$ cat config.mk
export PLATFORM = sky130hd
export DESIGN_NAME = slmc_scan
export DESIGN_NICKNAME = d
export VERILOG_FILES = /design/src/hw/rtl/slmc_pkg.sv /design/src/hw/rtl/slmc_scan.sv
export SDC_FILE = /design/constraint.sdc
export NUM_CORES = 1
export LEC_CHECK = 0
export BUFFER_PORTS_ARGS = -buffer_cell sky130_fd_sc_hd__buf_2
export CORE_ASPECT_RATIO = 1.75
export CORE_MARGIN = 10
export CORE_UTILIZATION = 50
export DETAILED_ROUTE_END_ITERATION = 6
export HOLD_SLACK_MARGIN = 0.02
export PLACE_DENSITY = 0.75
export SETUP_SLACK_MARGIN = 0.4
export SYNTH_ARGS = -nofsm -noshare
export SYNTH_HDL_FRONTEND = slang
export SYNTH_SLANG_ARGS = --single-unit
$ cat constraint.sdc
create_clock -name clk_i -period 6.89 [get_ports clk_i]
set_input_delay 0.3445 -clock clk_i [delete_from_list [all_inputs] [get_ports clk_i]]
set_output_delay 0.3445 -clock clk_i [all_outputs]
set_load 0.05 [all_outputs]
$ cat src/hw/rtl/slmc_pkg.sv
// ----------------------------------------------------------------------------
// slmc_pkg
// Shared types and constants of the strict local minimum counter: sizes of
// the line stores, field widths, configuration register indexes and the
// scan position word that travels from the scanner to the judge.
// ----------------------------------------------------------------------------
`default_nettype none

package slmc_pkg;

  // Line store depth and sample width
  localparam int unsigned MAX_COLUMNS  = 1024;
  localparam int unsigned SAMPLE_WIDTH = 32;
  localparam int unsigned MAX_ROWS     = 4096;

  // Interior flags start at this row (third row, counted from one); candidates sit one row above
  localparam int unsigned BORDER = 3;

  // Position counter widths
  localparam int unsigned COL_W = $clog2(MAX_COLUMNS);
  localparam int unsigned ROW_W = $clog2(MAX_ROWS);

  // Configuration register widths and port
  localparam int unsigned ROWS_CFG_W = 13;
  localparam int unsigned COLS_CFG_W = 11;
  localparam int unsigned CFG_IDX_W  = 1;
  localparam int unsigned CFG_DATA_W = 13;

  localparam logic [CFG_IDX_W-1:0] CFG_ROW_COUNT    = 1'b0;
  localparam logic [CFG_IDX_W-1:0] CFG_COLUMN_COUNT = 1'b1;

  // Result width
  localparam int unsigned CNT_W = 22;

  // Scan position of the next word, with its end-of-row / end-of-matrix flags
  typedef struct packed {
    logic [COL_W-1:0] col;
    logic             row_end;
    logic             mat_end;
    logic             interior;
  } pos_t;

endpackage : slmc_pkg

`default_nettype wire

$ cat src/hw/rtl/slmc_scan.sv
// ----------------------------------------------------------------------------
// slmc_scan
// Raster position tracker. Holds row and column of the next word, flags
// row and matrix ends against the clamped dimensions and drives the line
// store read address one column ahead of the accepted word.
// ----------------------------------------------------------------------------
`default_nettype none

module slmc_scan (
  input  wire logic                              clk_i,
  input  wire logic                              rst_ni,
  input  wire logic                              adv_i,
  input  wire logic [slmc_pkg::ROWS_CFG_W-1:0]   row_count_i,
  input  wire logic [slmc_pkg::COLS_CFG_W-1:0]   column_count_i,
  output      slmc_pkg::pos_t                    pos_o,
  output      logic [slmc_pkg::COL_W-1:0]        rd_addr_o
);

  import slmc_pkg::*;

  logic [COL_W-1:0] col_q, col_d;
  logic [ROW_W-1:0] row_q, row_d;
  logic [COL_W:0]   cols_eff;
  logic [ROW_W:0]   rows_eff;
  int unsigned      cols_int;
  int unsigned      rows_int;
  logic             row_end;
  logic             mat_end;

  // Clamp dimensions: zero acts as one, oversize acts as the maximum
  always_comb begin
    cols_int = 32'(column_count_i);
    rows_int = 32'(row_count_i);
    if (cols_int == 0) cols_int = 1;
    if (cols_int > MAX_COLUMNS) cols_int = MAX_COLUMNS;
    if (rows_int == 0) rows_int = 1;
    if (rows_int > MAX_ROWS) rows_int = MAX_ROWS;
    cols_eff = (COL_W+1)'(cols_int);
    rows_eff = (ROW_W+1)'(rows_int);
  end

  assign row_end = ({1'b0, col_q} + (COL_W+1)'(1)) >= cols_eff;
  assign mat_end = row_end && (({1'b0, row_q} + (ROW_W+1)'(1)) >= rows_eff);

  // Next position
  always_comb begin
    col_d = col_q;
    row_d = row_q;
    if (adv_i) begin
      if (row_end) begin
        col_d = '0;
        row_d = mat_end ? '0 : row_q + ROW_W'(1);
      end else begin
        col_d = col_q + COL_W'(1);
      end
    end
  end

  always_ff @(posedge clk_i or negedge rst_ni) begin
    if (!rst_ni) begin
      col_q <= '0;
      row_q <= '0;
    end else begin
      col_q <= col_d;
      row_q <= row_d;
    end
  end

  // Read ahead: fetch the column of the word after this one
  assign rd_addr_o = col_d;

  // A column is a candidate when it is not on the border; the last column of
  // a row never is
  assign pos_o.col      = col_q;
  assign pos_o.row_end  = row_end;
  assign pos_o.mat_end  = mat_end;
  assign pos_o.interior = (32'(row_q) >= (BORDER - 1)) && (col_q != '0) && !row_end;

endmodule : slmc_scan

`default_nettype wire

Yosys cells after proc, flatten, opt, wreduce, memory -nomap -nowiden. Cells that the tools add are included.

Flip-flop bits (word level): 22. Input bits: 27. Output and inout port bits: 23. Word-level logic and storage cells: 26.

Add/sub/neg operators: 4. Order comparisons: 5. Mux-type cells: 7. Reductions and logical operators: 8.

Operators by type and width (count): $gt A32 B11 Y1 const B (1); $gt A32 B13 Y1 const B (1); $mux W13 (2); $mux W11 (2); $mux W10 (2); $add A12 B1 Y13 const B (1); $ge A13 B13 Y1 (1); $logic_not A13 Y1 (1); $add A12 B1 Y12 const B (1); $ge A12 B2 Y1 const B (1); $mux W12 (1); $add A10 B1 Y11 const B (1); $ge A11 B11 Y1 (1); $logic_not A11 Y1 (1); $add A10 B1 Y10 const B (1); $reduce_bool A10 Y1 (1); $logic_and A1 B1 Y1 (3); $reduce_and A2 Y1 (1); $logic_not A1 Y1 (1).

Longest topological paths before layout.
Depth after elaboration: 7. Depth in mapped cells: 13. Depth with buffers taken out: 13.

Worst setup path before layout. Ideal clock, no wire load.

Kind: reg-to-output. From: register col_q[0]. To: output port rd_addr_o[2] (netlist bit). Arrival time: 3478 ps. Data required time: 6545 ps. Path slack: 3068 ps. Cell stages (with the launch flop): 12. Path buffers: 0. Cells stage by stage: dfrtp_1 -> ha_1 -> and3_1 -> nand3_1 -> xnor2_1 -> ha_1 -> a21oi_1 -> o21ai_0 -> a31oi_2 -> nand2_1 -> o21a_1 -> mux2i_1.

Longest elaborated chain between the ends: 4. Elaborated cells on any way between the ends: 5. Classes of those cells: add/sub (2); order compare (1); mux (2).

RTL lines: start, declared (line slmc_scan.sv:21) `logic [COL_W-1:0] col_q, col_d;`; start signal, assigned (line slmc_scan.sv:64) `col_q <= col_d;`; $add A10 B1 Y11 (line slmc_scan.sv:42) `assign row_end = ({1'b0, col_q} + (COL_W+1)'(1)) >= cols_eff;`; $ge A11 B11 Y1 (line slmc_scan.sv:42); via row_end (line slmc_scan.sv:27) `logic row_end;`; $mux W10 (line slmc_scan.sv:50) `if (row_end) begin`; $mux W10 (line slmc_scan.sv:49) `if (adv_i) begin`; end, declared (line slmc_scan.sv:16) `output logic [slmc_pkg::COL_W-1:0] rd_addr_o`.

The timed path passes the listed nets, and every way through them passes these cells.

Worst setup path after layout.
From: register col_q[0]. To: output port rd_addr_o[5] (netlist bit).

Longest elaborated chain between the ends: 4. Elaborated cells on any way between the ends: 5. Classes of those cells: add/sub (2); order compare (1); mux (2).

RTL lines (line): $add A10 B1 Y11 (slmc_scan.sv:42); $ge A11 B11 Y1 (slmc_scan.sv:42); $mux W10 (*) (slmc_scan.sv:50); $mux W10 (*) (slmc_scan.sv:49).

Mark *: on every way between the ends. The rest lies on a longest branch, timed or not.

==> impl_metrics.toml <==
[run_status]
status = "completed"

[finish]
syn_to_final_growth_pct = 13.6
antennaDiodeCount = 0
nets = 345
layout-drive-gt1-share_pct = 22.8

[logic_synthesis]
synth_top_area_share_pct = 26.3
synth.largest_area_cell = "dfrtp_1"
ys_top_cells_by_area = "dfrtp_1 (26%), ha_1 (17%), nand2_1 (7.7%)"
ys_seq_elements = 22
synth_commonest_cells = "nand2_1 (43), ha_1 (28), dfrtp_1 (22)"
async_reset_ff_share_pct = 100
postSynthAreaPerCell_um2 = 8.51
syn_nets = 301
yosysMostFrequentCell = "nand2_1"
synth_ff_type = "dfrtp_1"
yosys_warnings = 0
synth_area_mm2 = 0.00209
synth_cells = 246
yosys.cell_types.count = 47
synth-edff-count = 0
seq_area_frac_synth_pct = 26.3

[global_route]
grt_overflow = 0
grt_pass1_wl_um = 9420
grt_start_max_net_pins = 23
antenna_found_initial = 0
track_usage_pct = 16.0
first_global_vias = 2142

[routing]
drt_iter0_drc = 130
wl_per_cell_um = 16.1
viasPerCell = 5.89
antenna_left = 0
vias = 1990
drc = 0
drt-pass1-iter-count = 5
postRouteWirelength_um = 5450

[cts]
cts.htree.levels = 1
clkTransAtPathRegs_ns = 0.09
cts-root-buf = "clkbuf_8"
clk-insertion-delay-late_ns = 0.27
cts_setup_buffers = 0
cts_buffers = 3
clock_path_buffers = 2
hold_buffers = 0
post_cts_resized = 0
cts.sink_count = 22
cts_tree = "done"

[timing]
finalCritPeriodShare_pct = 54.3
finalClockSkew_ns = 0.00511
slew_headroom_pct = 65.7
max_slew.worst_pin.slew_ns = 0.515
setup-violations-final = 0
rsz0062_at_grt = "no"
max_freq_ghz = 0.267
drv_slew = 0
setup-tns-final_ns = 0
hold_viol_final = 0
period_needed_ns = 3.74

[floorplanning]
io_pins = 50
initial_core_util_pct = 50.9
num_rows = 31
fp.dieH_um = 106
die_w_um = 68.9
core_area_mm2 = 0.00411
dieArea_mm2 = 0.00728

[power_and_ir_drop]
power_w = 0.000790
p_leak_nw = 1.23
power_density_mw_per_mm2 = 332
ir_drop_uv = 204

[placement]
hpwl_um = 4530
port_buffers = 49
gp_congestion = 0.884

[setup_path]
worstPathMaxFanout = 9
startpoint_type = "flop"
rrSetupSlack_ns = 3.75
worst_r2r_path_depth = 11
r2r_end = "row_q[5]$_DFFE_PN0P_"
criticalPathCategory = "reg2out"
end_kind = "primary output"
reg2reg_from = "col_q[0]$_DFF_PN0_"
worstPathArrival_ns = 3.40
cp.required_ns = 6.55

[run]
drv_cap = 0

[worst_hold_path]
holdCritPathClass = "in2async"
metal layers:
metal  track usage [%]  vias up  share of wire (%)
met5                 0        -                  0
met4              8.78        0                4.4
met3              2.97       19                8.4
met2              28.8       84                 52
met1              16.0      924                 36
li1                  -      963                  -
layout by cell type, fill, tap and decap left out, drive strengths merged, types with 3 or more instances in the layout:
master / n
a22o: 6
buf: 49
dfrtp: 22
xor2: 5
nand3: 13
nand2: 43
a31oi: 4
nor2b: 4
xnor2: 13
nand2b: 3
nand4: 3
a21oi: 11
o22ai: 3
and3: 8
ha: 28
clkbuf: 4
a21o: 3
and4: 3
inv: 10
nor4: 8
o21ai: 14
nor2: 14
nor3: 4
power by group:
| group | internal, W | switching [W] |
|---|---|---|
| combinational | 0.000142 | 0.000336 |
| sequential | 0.000157 | 0.0000565 |
| clock | 0.0000511 | 0.0000474 |
| total | 0.000350 | 0.000440 |
critical path, stage by stage, from the launching register on:
cell and delay (ns):
dfrtp_1 0.47, ha_1 0.32, and3_1 0.24, nand3_1 0.10, xnor2_1 0.21, ha_1 0.27, a21oi_1 0.15, o21ai_0 0.11
a31oi_2 0.25, nand2_1 0.27, o21ai_0 0.26, a21o_1 0.18, buf_2 0.27
worst max path at each step:
stage / end / slack [ns] / from
after global placement: rd_addr_o[2] / 3.65 / col_q[0]$_DFF_PN0_
after detailed placement: rd_addr_o[2] / 3.50 / col_q[0]$_DFF_PN0_
final: rd_addr_o[5] / 3.15 / col_q[0]$_DFF_PN0_
after global routing: rd_addr_o[2] / 2.80 / col_q[0]$_DFF_PN0_
after floorplan: rd_addr_o[2] / 3.07 / col_q[0]$_DFF_PN0_
after CTS: rd_addr_o[2] / 3.18 / col_q[0]$_DFF_PN0_
logic make-up after synthesis:
family | count (synthesis) | share of synthesized area (%)
buffers and inverters | 21 | 5.68
multiplexers | 2 | 0.956
flip-flops | 22 | 26.3
AND/OR/NAND/NOR | 105 | 26.4
XOR/XNOR | 18 | 7.53
adder cells (fa/ha/maj) | 28 | 16.7
AO/OA/AOI/OAI | 50 | 16.4
cell type report:
cell class | instances | area (µm²)
Clock buffer | 4 | 55.1
Fill cell | 437 | 1730
Inverter | 11 | 41.3
Multi-Input combinational cell | 203 | 1420
Sequential cell | 22 | 551
Tap cell | 49 | 61.3
Timing Repair Buffer | 49 | 245
through the flow:
step	util (%)	instance area (µm²)	worst slack, ns	hold WS (ns)	instances
after CTS	57.8	2380	3.18	0.0535	338
after detailed placement	56.5	2320	3.50	0.348	334
final	57.8	2380	3.15	0.0341	338
after global placement	56.5	2320	3.65	0.342	334
after global routing	57.8	2380	2.80	0.0781	338
after floorplan	-	2090	3.07	0.0489	246
sequential cells by signal, summed over array words and instances, names as in the netlist:
name,flops
row_q,12
col_q,10
Power figures use the tool's default switching activity.
