**config.mk**
```make
export PLATFORM = sky130hd
export DESIGN_NAME = slmc_judge
export DESIGN_NICKNAME = d
export VERILOG_FILES = /design/src/hw/rtl/slmc_pkg.sv /design/src/hw/rtl/slmc_judge.sv
export SDC_FILE = /design/constraint.sdc
export NUM_CORES = 1
export LEC_CHECK = 0
export ABC_CLOCK_PERIOD_IN_PS = 7400
export BUFFER_PORTS_ARGS = -buffer_cell sky130_fd_sc_hd__buf_2
export CORE_MARGIN = 2
export CORE_UTILIZATION = 62
export CTS_CLUSTER_SIZE = 20
export DETAILED_ROUTE_END_ITERATION = 12
export PLACE_DENSITY_LB_ADDON = 0.1
export SYNTH_ARGS = -nofsm -noshare
export SYNTH_HDL_FRONTEND = slang
export SYNTH_SLANG_ARGS = --single-unit
export TNS_END_PERCENT = 100
```
**constraint.sdc**
```tcl
create_clock -name clk_i -period 7.4 [get_ports clk_i]
set_input_delay 1.11 -clock clk_i [delete_from_list [all_inputs] [get_ports clk_i]]
set_output_delay 1.11 -clock clk_i [all_outputs]
set_load 0.03 [all_outputs]
```
**src/hw/rtl/slmc_pkg.sv**
```systemverilog
// ----------------------------------------------------------------------------
// slmc_pkg
// Shared types and constants of the strict local minimum counter: sizes of
// the line stores, field widths, configuration register indexes and the
// scan position word that travels from the scanner to the judge.
// ----------------------------------------------------------------------------
`default_nettype none

package slmc_pkg;

  // Line store depth and sample width
  localparam int unsigned MAX_COLUMNS  = 1024;
  localparam int unsigned SAMPLE_WIDTH = 32;
  localparam int unsigned MAX_ROWS     = 4096;

  // Interior flags start at this row (third row, counted from one); candidates sit one row above
  localparam int unsigned BORDER = 3;

  // Position counter widths
  localparam int unsigned COL_W = $clog2(MAX_COLUMNS);
  localparam int unsigned ROW_W = $clog2(MAX_ROWS);

  // Configuration register widths and port
  localparam int unsigned ROWS_CFG_W = 13;
  localparam int unsigned COLS_CFG_W = 11;
  localparam int unsigned CFG_IDX_W  = 1;
  localparam int unsigned CFG_DATA_W = 13;

  localparam logic [CFG_IDX_W-1:0] CFG_ROW_COUNT    = 1'b0;
  localparam logic [CFG_IDX_W-1:0] CFG_COLUMN_COUNT = 1'b1;

  // Result width
  localparam int unsigned CNT_W = 22;

  // Scan position of the next word, with its end-of-row / end-of-matrix flags
  typedef struct packed {
    logic [COL_W-1:0] col;
    logic             row_end;
    logic             mat_end;
    logic             interior;
  } pos_t;

endpackage : slmc_pkg

`default_nettype wire

```
**src/hw/rtl/slmc_judge.sv**
```systemverilog
// ----------------------------------------------------------------------------
// slmc_judge
// Cross-shaped window and counter. The candidate one row above and one column
// behind the current word is judged when the current word arrives: its right
// neighbor is the line store read of the current column.
// ----------------------------------------------------------------------------
`default_nettype none

module slmc_judge (
  input  wire logic                                  clk_i,
  input  wire logic                                  rst_ni,
  input  wire logic                                  adv_i,
  input  wire slmc_pkg::pos_t                        pos_i,
  input  wire logic signed [slmc_pkg::SAMPLE_WIDTH-1:0] sample_i,
  input  wire logic signed [slmc_pkg::SAMPLE_WIDTH-1:0] mid_rd_i,
  input  wire logic signed [slmc_pkg::SAMPLE_WIDTH-1:0] up_rd_i,
  output      logic [slmc_pkg::CNT_W-1:0]            count_o
);

  import slmc_pkg::*;

  logic signed [SAMPLE_WIDTH-1:0] cen_q, left_q, up_q, dn_q;
  logic                           elig_q;
  logic [CNT_W-1:0]               count_q, count_d;
  logic                           hit;

  // Window around the candidate
  always_ff @(posedge clk_i) begin
    if (adv_i) begin
      cen_q  <= mid_rd_i;
      left_q <= cen_q;
      up_q   <= up_rd_i;
      dn_q   <= sample_i;
    end
  end

  // Strictly below all four neighbors
  assign hit = elig_q && (cen_q < up_q) && (cen_q < dn_q) &&
               (cen_q < left_q) && (cen_q < mid_rd_i);

  assign count_d = count_q + CNT_W'(hit);
  assign count_o = count_d;

  always_ff @(posedge clk_i or negedge rst_ni) begin
    if (!rst_ni) begin
      elig_q  <= 1'b0;
      count_q <= '0;
    end else if (adv_i) begin
      elig_q  <= pos_i.interior;
      count_q <= pos_i.mat_end ? '0 : count_d;
    end
  end

endmodule : slmc_judge

`default_nettype wire

```
# Word level (Yosys, flattened, before mapping)
# Index checks and enable logic that the tools add are counted.
# Widths: inputs -> output; s select.
classes:
  addsub: 1
  muxes: 1
  n_lt_le_gt_ge: 4
  reduce_logical: 4
op_table:
  columns: ["cell", "count"]
  rows:
  - ["$lt 32x32->1", 4]
  - ["$add 22x1->22", 1]
  - ["$mux 22", 1]
  - ["$logic_and 1x1->1", 4]
word_totals:
  out_inout_bits: 22
  inputBits: 112
  reg_bits: 151
  wordCells: 16

# Depth between registers and ports, before layout
# Gate-level depths: netlist (run 1).
depth:
  word_depth: 7
  depth_mapped: 18
  mapped_depth_nobuf: 18

# Worst setup path after synthesis (run 1)
# OpenSTA, ideal clock, no wires.
synth_timing:
  kind: "input-to-output"
  from: "in mid_rd_i[23] (netlist name)"
  to: "out count_o[18] (netlist name)"
  required_time_ns: 6.290
  path_stages: 17
  n_path_buf: 0
  arrival_time_ns: 4.646
  path_slack_ns: 1.644
  path_cell_list: "inv_1 ha_1 a2111oi_2 o21ai_1 a21oi_2 nor2_1 a211o_1 mux2_4 a2111oi_4 ha_1 ha_1 nand2_1 nor3_4 and3_1 and2b_1 nand4_1 xnor2_1"
synth_between:
  elab_chain_cells: 3
synth_lines:
  columns: ["element", "line_no", "rtl"]
  rows:
  - ["from (decl)", "slmc_judge.sv:15", "input wire logic signed [slmc_pkg::SAMPLE_WIDTH-1:0] mid_rd_i,"]
  - ["$lt 32x32->1", "slmc_judge.sv:39", "(cen_q < left_q) && (cen_q < mid_rd_i);"]
  - ["$logic_and 1x1->1", "slmc_judge.sv:39", null]
  - ["$add 22x1->22", "slmc_judge.sv:41", "assign count_d = count_q + CNT_W'(hit);"]
  - ["to (decl)", "slmc_judge.sv:17", "output logic [slmc_pkg::CNT_W-1:0] count_o"]
# No other way between the ends.

# Worst setup path in the final report (run 1)
# Ends and elaborated chain as after synthesis.

==> metrics.yaml, run 1 <==
outcome: "complete, no violations"
irDropWorstVdd_mv: 0.200
tightest_slew_ps: 1010
wl_per_cell_microns: 16.5
viasPerCell: 5.60
path_clk_slew_ps: 60
grt_pass1_wl_mm: 27.9
grt_use_met2_pct: 41.7
clk_latency_ps: 430
leakage_nw: 4.74
fin_skew_ps: 8.52
reg2reg_depth: 16
cts_tree: "built"
clkPwrFrac_pct: 41.7
async_flop_share_pct: 15.2
pwr-share-seq_pct: 45.8
synthFlopType: "edfxtp_1"
core-area_sq_mm: 0.0132
r2r-end: "count_q[18]$_DFFE_PN0P_"
critPathCaptureType: "output pin"
syn_area_per_cell_sq_um: 11.8
cts_setup_buffers: 0
cts-root-buf: "clkbuf_16"
ys_warn_count: 0
htree_levels: 4
setup-violations-final: 0
core.rowCount: 42
grt_overflow_total: 0
power_switching_w: 0.000533
grt_max_degree: 79
drc: 0
place_area_sq_mm: 0.00915
start_kind: "input port"
grt_util_met1_pct: 31.4
io_pins: 134
port_buffers: 122
initial_core_util_pct: 63.1
wl_mm: 17.0
pwr-share-comb_pct: 12.5
crit_arrival_ps: 5130
slew_viol_final: 0
holdPathEnd: "count_q[0]$_DFFE_PN0P_"
hp-class: "reg -> reg"
dr.pass1.iters: 4
multiInputGateArea_sq_mm: 0.00339
dieHeight_microns: 120
synth_edf_count: 128
antenna_found_initial: 2
postSynthCellCount: 705
dp_hpwl_mm: 12.6
power_density_mw_per_mm2: 229
ys_types: 57
cap_violations: 0
setup_tns_ps: 0
hold_viol: 0
grt_pass1_vias: 5994
r2r_start: "cen_q[13]$_DFFE_PP_"
track_usage_pct: 25.2
use_met3_pct: 6.75
layout.nets: 1079
design_area_sq_mm: 0.00978
cts_made_buffers: 17
r2r_setup_slack_ps: 2870
fillers: 883
p_int_w: 0.00171
fmax_mhz: 160
post_cts_resized: 0
drtIter0Drc: 331
num_vias: 5770
gr-max-usage-layer: "met2"
ctsHoldBuffers: 0
rsz0062_at_grt: "false"
die-area_sq_mm: 0.0144
drive_above_1_share_pct: 19.3
clock-sinks: 151
holdCritStartpoint: "count_q[0]$_DFFE_PN0P_"
area_growth_pct: 17.5
maxSlewHeadroom_pct: 32.3
whs_path_depth: 1
switching_share_pct: 23.8
clk_path_buf_depth: 2
cp.required_ps: 6290
critPathMaxFanout: 5
synth-seq-cells: 151
ant_nets: 0
seq_area_frac_synth_pct: 53.1
final-seq-area_sq_mm: 0.00442
netlist_area_sq_mm: 0.00833
fp.dieW_microns: 120
critical_path_class: "in -> out"
gp_congestion: 0.914
min_period_ps: 6240
syn-num-nets: 943
period_share_pct: 84.3
stage by stage:
| stage | instances | worst slack (ps) | total power, W | hold slack, ps | util (%) |
|---|---|---|---|---|---|
| CTS | 1030 | 1140 | 0.00226 | 528 | 74.2 |
| detailed placement | 998 | 1180 | 0.00132 | 514 | 69.3 |
| finish | 1031 | 1160 | 0.00224 | 519 | 74.2 |
| global route | 1031 | 759 | 0.00234 | 552 | 74.2 |
| global placement | 998 | 1280 | 0.00130 | 499 | 69.3 |
| floorplan | 705 | 1640 | 0.00120 | 480 | - |
final cells by class:
| class | count | area share [%] |
|---|---|---|
| Antenna cell | 1 | 0.0256 |
| Clock buffer | 19 | 4.42 |
| Clock inverter | 13 | 2.07 |
| Inverter | 131 | 5.03 |
| Multi-Input combinational cell | 417 | 34.7 |
| Sequential cell | 151 | 45.2 |
| Tap cell | 176 | 2.25 |
| Timing Repair Buffer | 123 | 6.34 |
flip-flops by register name, indices dropped and copies added (netlist names):
signal	cells
elig_q	1
count_q	22
cen_q	32
dn_q	32
up_q	32
left_q	32
Yosys cell counts, drive strengths merged (7+ instances only):
| cell | number | area (sq um) |
|---|---|---|
| nand4 | 20 | 131 |
| inv | 131 | 492 |
| o21ai | 35 | 175 |
| a21oi | 35 | 179 |
| a211oi | 7 | 52.6 |
| a21o | 13 | 97.6 |
| dfrtp | 23 | 576 |
| nor3 | 7 | 46.3 |
| edfxtp | 128 | 3840 |
| xor2 | 8 | 70.1 |
| nand3 | 12 | 65.1 |
| nor2 | 24 | 97.6 |
| nand2 | 38 | 143 |
| xnor2 | 12 | 105 |
| ha | 126 | 1580 |
| a22o | 12 | 105 |
power groups by stage:
stage,Sequential [W],Clock [W],Combinational (W)
after floorplan,0.00103,0,0.000175
after global routing,0.00103,0.000980,0.000323
after detailed placement,0.00104,0,0.000278
final,0.00103,0.000936,0.000279
after global placement,0.00104,0,0.000255
after CTS,0.00103,0.000949,0.000281
kinds of logic (layout without fill, tap and decap cells):
family | count (synthesis) | count (layout) | share of synthesized area (%)
and+or+nand+nor | 131 | 131 | 8.37
muxes | 3 | 3 | 0.436
xor gates and xnor gates | 20 | 20 | 2.10
other | 0 | 1 | 0
adders and majority gates | 126 | 126 | 18.9
buffers and inverters | 137 | 286 | 6.19
AOI/OAI and AO/OA | 137 | 137 | 10.9
DFF | 151 | 151 | 53.1
worst max-delay path, stage by stage:
cell       delay (ps)
buf_2              90
inv_1              50
ha_1              330
a2111oi_2         410
o21ai_1           140
a21oi_2           120
nor2_1             60
a211o_1           240
mux2_4            310
a2111oi_4         340
ha_1              250
ha_1              260
nand2_1           130
nor3_4            260
and3_1            250
and2b_1           190
nand4_1           130
xnor2_1           220
buf_2             240
worst max path at each step:
stage | to | slack (ps) | from | depth (start not counted)
2_1_floorplan | count_o[18] | 1640 | mid_rd_i[23] | 17
3_3_place_gp | count_o[18] | 1280 | mid_rd_i[11] | 19
3_5_place_dp | count_o[18] | 1180 | mid_rd_i[23] | 19
4_1_cts | count_o[18] | 1140 | mid_rd_i[11] | 19
5_1_grt | count_o[18] | 760 | mid_rd_i[23] | 19
6_report | count_o[18] | 1160 | mid_rd_i[23] | 19
metal layers:
layer / wire length [microns] / part of all wire, %
met1: 7300 / 43
met2: 8400 / 50
met3: 819 / 4.8
met4: 429 / 2.5
met5: 13 / 0.077
layout by cell type, fill, tap and decap left out, types with 4 or more instances in the layout:
cell type	count
a22o_1	12
nor2b_1	4
a21o_1	13
inv_1	131
clkbuf_16	17
o21a_1	4
o31ai_1	5
xnor2_1	12
nor3_1	6
edfxtp_1	128
nand2_1	38
nor2_1	23
and2_1	4
dfrtp_1	23
bufinv_16	5
buf_2	121
o21ai_1	8
a211oi_1	7
a21oi_1	34
ha_1	126
nand3_1	11
a211o_1	4
and4_1	4
o22ai_1	4
o21ai_0	27
nand4_1	19
xor2_1	8
(Power assumes the default switching activity.)
==> run 2, diff against run 1 <==
Settings changed: ABC_AREA from default to 1, ABC_CLOCK_PERIOD_IN_PS 7400 to 5000, CORE_UTILIZATION 62 to 52.
Clock period 7.4 ns to 5 ns, I/O delays scaled along.
==> run 2 against run 1 <==
  * Non-clock buffer count increased by 41
  * Cell count increased by 17%
  * Clock power grew 34%
  * Routed wire length increased by 2.1%
  * Core utilization fell by 9.2 points
  * Critical path depth grew 4
  * Setup slack got worse by 1100 ps
  * Total power rose by 44%
  * Highest routed layer is now met4
==> metrics.yaml, run 2 <==
dieHeight_microns: 131  # +9.3%
drtIter0Drc: 273  # -18%
pwr-share-comb_pct: 14.5  # +2.0 points
multiInputGateArea_sq_mm: 0.00346  # +1.8%
seq_area_frac_synth_pct: 52.7  # -0.40 points
critPathMaxFanout: 4  # -1
path_clk_slew_ps: 60  # about the same
initial_core_util_pct: 53.0  # -10 points
fmax_mhz: 203
leakage_nw: 5.17  # +9.1%
layout.nets: 1213  # +12%
port_buffers: 122  # unchanged
maxSlewHeadroom_pct: 50.2  # +18 points
rsz0062_at_grt: "true"
power.total_w: 0.00323  # +44%
start_kind: "flip-flop"
pwr-share-seq_pct: 46.7  # +0.9 points
final_cell_mix: "inv_1 (167), edfxtp_1 (128), nand2_1 (126), ha_1 (119), buf_2 (118)"
cts_made_buffers: 17  # unchanged
fin_skew_ps: 7.40  # -1.12 ps
die-area_sq_mm: 0.0172  # +19%
synth_common_cells: "inv_1 (167), nand2_1 (129), edfxtp_1 (128)"
gp_congestion: 0.859  # -6.0%
yosys.area_share.simple_pct: 11.3  # +2.9 points
clk_path_buf_depth: 2  # unchanged
synth_edf_count: 128  # unchanged
hold_slack_ps: 303  # -216 ps
irDropWorstVdd_mv: 0.243  # +21%
wl_per_cell_microns: 14.4  # -13%
pre_cts_ws_ps: 158  # -1020 ps
synth-seq-cells: 151  # unchanged
dr.pass1.iters: 5  # +1
cp.required_ps: 4250  # -2040 ps
postSynthCellCount: 796  # +13%
r2r_start: "cen_q[29]$_DFFE_PP_"
drive_above_1_share_pct: 23.0  # +3.7 points
switching_share_pct: 24.5  # +0.71 points
fin_ws_ps: 82.7  # -1080 ps
reg2reg_depth: 25  # +9
ant_nets: 0  # unchanged
grt_pass1_wl_mm: 27.3  # -2.1%
ys_top_cells_by_area: "edfxtp_1 (46%), ha_1 (19%), inv_1 (7.5%)"
setup-violations-final: 0  # unchanged
muxShareOfSynthArea_pct: 0  # -0.44 points
synth_compound_area_share_pct: 7.45  # -3.5 points
final_common_cell: "inv_1"
cp-startpoint: "cen_q[29]$_DFFE_PP_"
r2r-end: "count_q[16]$_DFFE_PN0P_"
critPathCaptureType: "output pin"
grt_max_degree: 60  # -24%
clkPwrFrac_pct: 38.8  # -2.9 points
antenna_found_initial: 0  # -2
hp-class: "in -> async"
crit_arrival_ps: 4170  # -960 ps
yosysMostFrequentCell: "inv_1"
syn_area_per_cell_sq_um: 10.5  # -11%
fillers: 1263  # +43%
core-area_sq_mm: 0.0158  # +20%
clock-sinks: 151  # unchanged
clk_latency_ps: 420  # about the same
critical_path_class: "reg -> out"
min_period_ps: 4920
core.rowCount: 46  # +9.5%
outcome: "complete, no violations"
synthFlopType: "edfxtp_1"
num_vias: 5979  # +3.6%
power_switching_w: 0.000792  # +49%
final-seq-area_sq_mm: 0.00442  # unchanged
synth_xor_area_share_pct: 1.98  # -0.12 points
ys_warn_count: 0  # unchanged
area_growth_pct: 22.6
diodes: 0  # -1
crit_end: "count_o[16]"
wl_mm: 17.3  # +2.1%
netlist.area_leader.share_pct: 45.8  # -0.34 points
viasPerCell: 4.97  # -11%
ys_types: 32  # -44%
tightest_slew_ps: 746  # -266 ps
syn-num-nets: 1034  # +9.7%
r2r_setup_slack_ps: 1110  # -1760 ps
hold_viol: 0  # unchanged
cts-root-buf: "clkbuf_16"
synthAdderAreaFrac_pct: 18.8  # -0.14 points
synth_area_leader_cell: "edfxtp_1"
drc: 0  # unchanged
io_pins: 134  # unchanged
period_share_pct: 98.3
cts_tree: "built"
dp_hpwl_mm: 12.7  # +1.3%
power_density_mw_per_mm2: 314  # +37%
fp.dieW_microns: 131  # +9.3%
synth_top_family_by_area: "adder cells"
netlist_area_sq_mm: 0.00839  # +0.75%
grt_overflow_total: 0  # unchanged
slew_viol_final: 0  # unchanged
async_flop_share_pct: 15.2  # unchanged
p_int_w: 0.00244  # +43%
htree_levels: 4  # unchanged
grt_pass1_vias: 6122  # +2.1%
cap_violations: 0  # unchanged
track_usage_pct: 20.8  # -4.4 points
[run 2: cell count changes after synthesis, sizes merged, moves of 6 or more]
| cell | before | now |
|---|---|---|
| nand2 | 38 | 134 |
| nor2 | 24 | 41 |
| a21o | 13 | 0 |
| xnor2 | 12 | 1 |
| xor2 | 8 | 18 |
| inv | 131 | 170 |
| nand4 | 20 | 13 |
| a211oi | 7 | 1 |
| a21oi | 35 | 63 |
[run 2: cells by family (layout without fill, tap and decap cells)]
kind of cell,Yosys count,in the layout
buffers and inverters,174,365
AOI/OAI and AO/OA,113,113
xor gates and xnor gates,19,19
and+or+nand+nor,213,213
DFF,151,151
adders and majority gates,126,126
[run 2: worst min-delay path by stage]
| stage | endpoint | slack, ps | cells past startpoint |
|---|---|---|---|
| 5_1_grt | count_q[7]$_DFFE_PN0P_ | 330 | 1 |
| 2_1_floorplan | left_q[0]$_DFFE_PP_ | 430 | 0 |
| 3_3_place_gp | left_q[0]$_DFFE_PP_ | 440 | 0 |
| 4_1_cts | count_q[7]$_DFFE_PN0P_ | 310 | 1 |
| 6_report | count_q[7]$_DFFE_PN0P_ | 300 | 1 |
| 3_5_place_dp | left_q[0]$_DFFE_PP_ | 460 | 0 |
[run 2: metrics by stage]
step                      utilization (%)  cell area [sq um]  instances  TNS, ps
after CTS                            62.3               9860       1164        0
after floorplan                         -               8390        796        0
after global routing                 65.0              10300       1203     -844
after global placement               58.6               9280       1133        0
final                                65.0              10300       1203        0
after detailed placement             58.6               9280       1133        0
[run 2: power groups by stage]
| stage | clock network (W) | registers (W) | logic (W) |
|---|---|---|---|
| final | 0.00125 | 0.00151 | 0.000469 |
| after CTS | 0.00128 | 0.00152 | 0.000419 |
| after detailed placement | 0 | 0.00154 | 0.000413 |
| after floorplan | 0 | 0.00152 | 0.000263 |
| after global placement | 0 | 0.00154 | 0.000383 |
| after global routing | 0.00133 | 0.00152 | 0.000546 |
[run 2: area by class of cell]
type | count | area share [%]
clock buffer | 19 | 4.21
inverter | 170 | 6.20
tap | 216 | 2.63
clock inverter | 12 | 1.31
timing repair buffer | 164 | 9.10
multi-input combinational | 471 | 33.6
sequential | 151 | 43.0
[run 2: metal layers]
metal | up-vias | routed length, microns | global-route usage [%]
li1 | 3026 | - | -
met1 | 2798 | 7210 | 23.9
met2 | 135 | 8880 | 36.9
met3 | 20 | 992 | 6.60
met4 | 0 | 241 | 7.01
met5 | - | 0 | 0
[run 2: worst max-delay path, stage by stage (launching register included)]
cell	delay (ps)
edfxtp_1	440
ha_1	320
nand2_1	100
nor2_4	140
nand4_1	220
nor4_4	360
nand2_1	100
nand2_1	70
nand2_1	50
nand2_1	50
nand2_1	60
nor2_2	140
ha_2	220
ha_4	150
nand3_4	90
inv_2	90
nand2_2	60
nor2_4	120
nand2_2	80
nor2_4	160
nand2_2	80
nor3_2	190
xor2_1	250
buf_4	210
[run 2: timing repair]
item / 4_1_cts / 5_1_grt
endpoints found under the setup margin: 1 / 10
hold buffers: 0 / 0
pin swaps: 0 / 17
setup buffers: 0 / 39
gates resized for setup: 1 / 27
